[src/egb_pkg.sv]
// Package for the extended GCD unit: field widths, control word layout and the microprogram.
// It depends on nothing and is used by the top level.
package egb_pkg;

	localparam int OPERAND_W = 63;
	localparam int DIVISOR_W = 63;
	localparam int COEF_W    = 64;
	localparam int PC_W      = 3;

	typedef logic [PC_W-1:0] pc_t;

	typedef enum logic [2:0] {
		OP_LOAD   = 3'd0,
		OP_INIT   = 3'd1,
		OP_DIV    = 3'd2,
		OP_UPDATE = 3'd3,
		OP_EMIT   = 3'd4
	} op_t;

	typedef enum logic [2:0] {
		CND_ALWAYS    = 3'd0,
		CND_IN_VALID  = 3'd1,
		CND_RCUR_ZERO = 3'd2,
		CND_CNT_ZERO  = 3'd3,
		CND_OUT_FREE  = 3'd4
	} cond_t;

	typedef struct packed {
		op_t   op;
		cond_t cond;
		logic  hold;
		pc_t   target;
	} ctrl_word_t;

	localparam pc_t PC_IDLE   = 3'd0;
	localparam pc_t PC_TEST   = 3'd1;
	localparam pc_t PC_DIVIDE = 3'd2;
	localparam pc_t PC_UPDATE = 3'd3;
	localparam pc_t PC_EMIT   = 3'd4;

	// When the condition holds the sequencer jumps to the target; otherwise it
	// either stays on the step or falls through to the next one.
	function automatic ctrl_word_t rom_word(input pc_t pc);
		ctrl_word_t w;
		w = '{op: OP_EMIT, cond: CND_ALWAYS, hold: 1'b0, target: PC_IDLE};
		case (pc)
			PC_IDLE:   w = '{op: OP_LOAD,   cond: CND_IN_VALID,  hold: 1'b1, target: PC_TEST};
			PC_TEST:   w = '{op: OP_INIT,   cond: CND_RCUR_ZERO, hold: 1'b0, target: PC_EMIT};
			PC_DIVIDE: w = '{op: OP_DIV,    cond: CND_CNT_ZERO,  hold: 1'b1, target: PC_UPDATE};
			PC_UPDATE: w = '{op: OP_UPDATE, cond: CND_ALWAYS,    hold: 1'b0, target: PC_TEST};
			PC_EMIT:   w = '{op: OP_EMIT,   cond: CND_OUT_FREE,  hold: 1'b1, target: PC_IDLE};
			default:   w = '{op: OP_EMIT,   cond: CND_ALWAYS,    hold: 1'b0, target: PC_IDLE};
		endcase
		return w;
	endfunction

endpackage

[src/extended_gcd_bezout_unit.sv]
// Extended Euclid unit: greatest common divisor and Bezout coefficients of two operands.
// A microcoded sequencer drives a bit-serial divider with coefficient accumulators.
// Depends on egb_pkg.
//
//   channel  direction  payload                      handshake
//   in       request    operand_a, operand_b         in_valid / in_ready
//   out      result     divisor, coef_a, coef_b      out_valid / out_ready
//
// Each Euclid step runs a test and init step, then one restoring division bit per cycle,
// with the quotient times each coefficient built up alongside it, then an update step.
// One request is worked on at a time; the next is taken while the result waits.
// Reset clears the program counter and the output valid flag; the datapath registers are not reset.
module extended_gcd_bezout_unit
	import egb_pkg::*;
#(
	parameter int OPERAND_BITS = 63
) (
	input  logic                 clk,
	input  logic                 arst_n,
	input  logic                 in_valid,
	output logic                 in_ready,
	input  logic [OPERAND_W-1:0] operand_a,
	input  logic [OPERAND_W-1:0] operand_b,
	output logic                 out_valid,
	input  logic                 out_ready,
	output logic [DIVISOR_W-1:0] divisor,
	output logic [COEF_W-1:0]    coef_a,
	output logic [COEF_W-1:0]    coef_b
);

	localparam int CNT_W = $clog2(OPERAND_BITS);

	pc_t                     pc_q;
	ctrl_word_t              cw;
	logic                    cond_ok;
	logic                    out_valid_q;
	logic [OPERAND_BITS-1:0] r_prev_q, r_cur_q, rem_q, dvd_q;
	logic [COEF_W-1:0]       s_prev_q, s_cur_q, t_prev_q, t_cur_q, acc_s_q, acc_t_q;
	logic [CNT_W-1:0]        cnt_q;
	logic [DIVISOR_W-1:0]    divisor_q;
	logic [COEF_W-1:0]       coef_a_q, coef_b_q;
	logic [OPERAND_BITS:0]   trial, diff;
	logic                    qbit;
	logic [OPERAND_BITS-1:0] rem_next;

	assign cw = rom_word(pc_q);

	always_comb begin
		case (cw.cond)
			CND_ALWAYS:    cond_ok = 1'b1;
			CND_IN_VALID:  cond_ok = in_valid;
			CND_RCUR_ZERO: cond_ok = (r_cur_q == '0);
			CND_CNT_ZERO:  cond_ok = (cnt_q == '0);
			CND_OUT_FREE:  cond_ok = !out_valid_q || out_ready;
			default:       cond_ok = 1'b1;
		endcase
	end

	assign trial    = {rem_q, dvd_q[OPERAND_BITS-1]};
	assign diff     = trial - {1'b0, r_cur_q};
	assign qbit     = !diff[OPERAND_BITS];
	assign rem_next = qbit ? diff[OPERAND_BITS-1:0] : trial[OPERAND_BITS-1:0];

	always_ff @(posedge clk or negedge arst_n) begin
		if (!arst_n) begin
			pc_q        <= PC_IDLE;
			out_valid_q <= 1'b0;
		end else begin
			if (cond_ok) begin
				pc_q <= cw.target;
			end else if (!cw.hold) begin
				pc_q <= pc_t'(pc_q + 1'b1);
			end
			if (cw.op == OP_EMIT && cond_ok) begin
				out_valid_q <= 1'b1;
			end else if (out_ready) begin
				out_valid_q <= 1'b0;
			end
		end
	end

	always_ff @(posedge clk) begin
		case (cw.op)
			OP_LOAD: begin
				if (cond_ok) begin
					r_prev_q <= operand_a[OPERAND_BITS-1:0];
					r_cur_q  <= operand_b[OPERAND_BITS-1:0];
					s_prev_q <= COEF_W'(1);
					s_cur_q  <= '0;
					t_prev_q <= '0;
					t_cur_q  <= COEF_W'(1);
				end
			end
			OP_INIT: begin
				rem_q   <= '0;
				dvd_q   <= r_prev_q;
				acc_s_q <= '0;
				acc_t_q <= '0;
				cnt_q   <= CNT_W'(OPERAND_BITS - 1);
			end
			OP_DIV: begin
				rem_q   <= rem_next;
				dvd_q   <= {dvd_q[OPERAND_BITS-2:0], 1'b0};
				acc_s_q <= {acc_s_q[COEF_W-2:0], 1'b0} + (qbit ? s_cur_q : '0);
				acc_t_q <= {acc_t_q[COEF_W-2:0], 1'b0} + (qbit ? t_cur_q : '0);
				cnt_q   <= cnt_q - 1'b1;
			end
			OP_UPDATE: begin
				r_prev_q <= r_cur_q;
				r_cur_q  <= rem_q;
				s_prev_q <= s_cur_q;
				s_cur_q  <= s_prev_q - acc_s_q;
				t_prev_q <= t_cur_q;
				t_cur_q  <= t_prev_q - acc_t_q;
			end
			OP_EMIT: begin
				if (cond_ok) begin
					divisor_q <= DIVISOR_W'(r_prev_q);
					coef_a_q  <= s_prev_q;
					coef_b_q  <= t_prev_q;
				end
			end
			default: begin
			end
		endcase
	end

	assign in_ready  = (pc_q == PC_IDLE);
	assign out_valid = out_valid_q;
	assign divisor   = divisor_q;
	assign coef_a    = coef_a_q;
	assign coef_b    = coef_b_q;

endmodule

[config.mk]
export PLATFORM = sky130hd
export DESIGN_NAME = extended_gcd_bezout_unit
export DESIGN_NICKNAME = d
export VERILOG_FILES = /design/src/egb_pkg.sv /design/src/extended_gcd_bezout_unit.sv
export SDC_FILE = /design/constraint.sdc
export NUM_CORES = 2
export LEC_CHECK = 0
export BUFFER_PORTS_ARGS = -buffer_cell sky130_fd_sc_hd__buf_2
export CORE_UTILIZATION = 56
export CTS_CLUSTER_DIAMETER = 30
export CTS_CLUSTER_SIZE = 14
export DETAILED_ROUTE_END_ITERATION = 6
export GPL_ROUTABILITY_DRIVEN = 1
export PLACE_DENSITY = 0.77
export SLEW_MARGIN = 10
export SYNTH_ARGS = -nofsm -noshare
export SYNTH_HDL_FRONTEND = slang
export SYNTH_SLANG_ARGS = --single-unit
[constraint.sdc]
create_clock -name clk -period 47.7 [get_ports clk]
set_input_delay 4.77 -clock clk [delete_from_list [all_inputs] [get_ports clk]]
set_output_delay 4.77 -clock clk [all_outputs]
set_load 0.1 [all_outputs]
==> results.md <==
- FFs w/ async S/R, synth: 0.4779%
- Num ports: 323
- Minimum clock period: 8401 ps
- CP Cell Sequence: buf_2, inv_1, a21oi_1, nor2_1, o32ai_1, o22ai_1, or3_1, a31oi_4, buf_4, buf_4, buf_4
- Root Buffer: clkbuf_16
- Critical Path AT: 8780 ps
- Initial antenna violation count: 1
- Worst setup path startpoint: in_valid
- Reg clk slew, reported paths: 50 ps
- First-pass GRT wire length: 203.9 mm
- Starting Density: 56.60%
- Die Wd: 301.1 µm
- Most used cell along the critical path: buf_4
- Largest fanout on the critical path: 76
- End of the worst register-to-register path: acc_t_q[61]
- Crit start category: input pin
- Syn Inst Count: 5059
- Critical Path RT: 48080 ps
- Port buffer count: 322
- Simple-gate share of the synthesized area: 17.53%
- Routed WL per cell: 19.53 µm
- Synth Area in Compound Gates: 15.32%
- Crit path capture: r_cur_q[22]
- Worst clock skew: 50.99 ps
- Post-DP HPWL: 90.16 mm
- Post-CTS Setup Bufs: 0
- CTS tree: done
- Residual DRC: 33
- #FFs+latches synth: 837
- Antenna viol nets, final: 0
- Setup TNS: 0 ps
- Buf+Inv Stages, Crit Path: 5
- Area grow syn2layout: 16.88%
- Clk sink count: 837
- Post-route cell area: 58550 µm²
- Max-cap violations: 0
- Unique masters post-synth: 89
- Share of cells above drive strength 1: 12.59%
- Critical path class: in2reg
- Worst Hold Slack: 440.1 ps
- Register area share after synthesis: 50.13%
- Clock Tree Buf Depth: 3
- Fmax: 119.0 MHz
- RePlAce Congestion: 0.9598
- Placed insts: 6341
- Fin nets: 5804
- Vias/cell: 5.950
- Fin cells: 6663
- Core area: 88510 µm²
- Die Ht: 301.1 µm
- FF-to-FF path depth: 24
- CTS Buf Count: 172
- Post-synth EDFFs: 833
- Least-Margin Pin Slew: 1093 ps
- Top delay family on crit path: buffers and inverters
- Largest family of logic cells by synthesized area: simple AND/OR/NAND/NOR gates
- Syn Std Cell Area: 50100 µm²
- H-tree level count: 4
- Rows: 109
- Hold crit path type: reg2reg
- Synthesized-area fraction occupied by adder cells: 8.167%
- Pre-antenna DRT Iters: 7
- Avg Inst Size Synth: 9.903 µm²
- Post-DP Area: 52560 µm²
- Failing checks: design-rule violations
- Top_reg_cell synth: edfxtp_1
- RSZ-0062 raised after global routing: no
- Levels on crit path: 11
- Final hold vios: 0
- Largest net degree at the start of global routing: 172
- Tcrit/Tclk final: 17.61%
- Vias post-DR: 39644
- Mux share of post-synthesis cell area: 0.04246%
- Syn Nets: 5513
- 1st-iter DRT viols: 3514
- CP Capture Type: register
- Reg2reg start: rem_q[1]
- # diodes: 0
- Max_slew headroom: 27.16%
- Synth Area in XOR/XNOR: 4.968%
- Status: complete, but fails checks
- GRT Util Overall: 28.39%
- YS warnings: 0
- Post-CTS Resized: 0
- Vias in the first global route: 38710
- Slew Viols, Final: 0
- Final setup viols: 0
- R2R setup slack: 40220 ps
- Post-CTS Hold Fix Bufs: 0
- GRT Residual Overflow: 0
- Clk_lat worst skew: 770 ps
- Routed WL: 130.1 mm
- Die area: 90660 µm²
- Crit path largest cell delay: 840 ps
- Slowest cell on crit path: buf_4
per-stage QoR:
step	util, %	worst slack, ps
3_5_place_dp	59.38	38520
4_1_cts	66.15	39290
6_report	66.15	39300
3_3_place_gp	59.38	38550
2_1_floorplan	-	21820
5_1_grt	66.15	39010
worst min path at each step:
stage | start | depth (start not counted) | slack (ps) | end
global route | r_prev_q[62] | 0 | 460 | divisor[62]
global placement | r_prev_q[56] | 0 | 430 | divisor[56]
finish | r_prev_q[59] | 0 | 440 | divisor[59]
floorplan | r_prev_q[0] | 0 | 420 | divisor[0]
detailed placement | r_prev_q[56] | 0 | 430 | divisor[56]
CTS | r_prev_q[59] | 0 | 440 | divisor[59]
synthesized netlist by cell type (all sizes together) (79+ instances only):
library cell  count  area [µm²]
o21ai           260        1305
nor2            412        1546
clkbuf          209       785.8
nand2           782        2935
and2            282        1764
xnor2           163        1428
ha              319        3991
a21oi           403        2021
edfxtp          833       25010
xor2            116        1016
inv             276        1036
nand3            79       395.4
a21o            183        1374
state kept, by name (all words and copies together) (netlist names), 64 cells and up:
signal and flops:
acc_s_q 64, coef_a 64, t_prev_q 64, s_cur_q 64, coef_b 64, s_prev_q 64
t_cur_q 64, acc_t_q 64
metal layers:
metal	vias to the layer above	global-route usage (%)	share of wire, %
met4	2	11.30	3.4
met3	301	4.150	6.4
li1	18733	-	-
met1	19037	37.18	42
met5	-	0	0.0092
met2	1571	47.46	48
cell usage in the layout, fill, tap and decap left out, types with 36 or more instances in the layout:
master / instances
nor2b_1: 40
o21ai_0: 247
a21oi_1: 402
a21o_1: 183
xor2_1: 116
nand2_1: 782
o21bai_1: 68
xnor2_1: 163
nand4_1: 69
nor2_1: 410
a31oi_1: 47
nor3_1: 65
and2_1: 282
buf_2: 322
clkbuf_16: 173
ha_1: 319
and3_1: 42
edfxtp_1: 833
nand2b_1: 36
nand3_1: 79
inv_1: 276
cell type report:
| cell class | instances | area (µm²) |
|---|---|---|
| Clock buffer | 186 | 4388 |
| Clock inverter | 136 | 1607 |
| Tap cell | 1165 | 1458 |
| Timing Repair Buffer | 348 | 1832 |
| Multi-Input combinational cell | 3715 | 23120 |
| Sequential cell | 837 | 25110 |
| Fill cell | 6749 | 29960 |
| Inverter | 276 | 1036 |
cells by family after synthesis:
family | Yosys count
compound gates | 1212
xor+xnor | 281
fa+ha+maj | 324
buf+inv | 507
flops | 837
mux | 2
simple gates | 1896
Power is not shown: default switching activity piles up to over one toggle a cycle in this logic, so the estimate is an artifact.
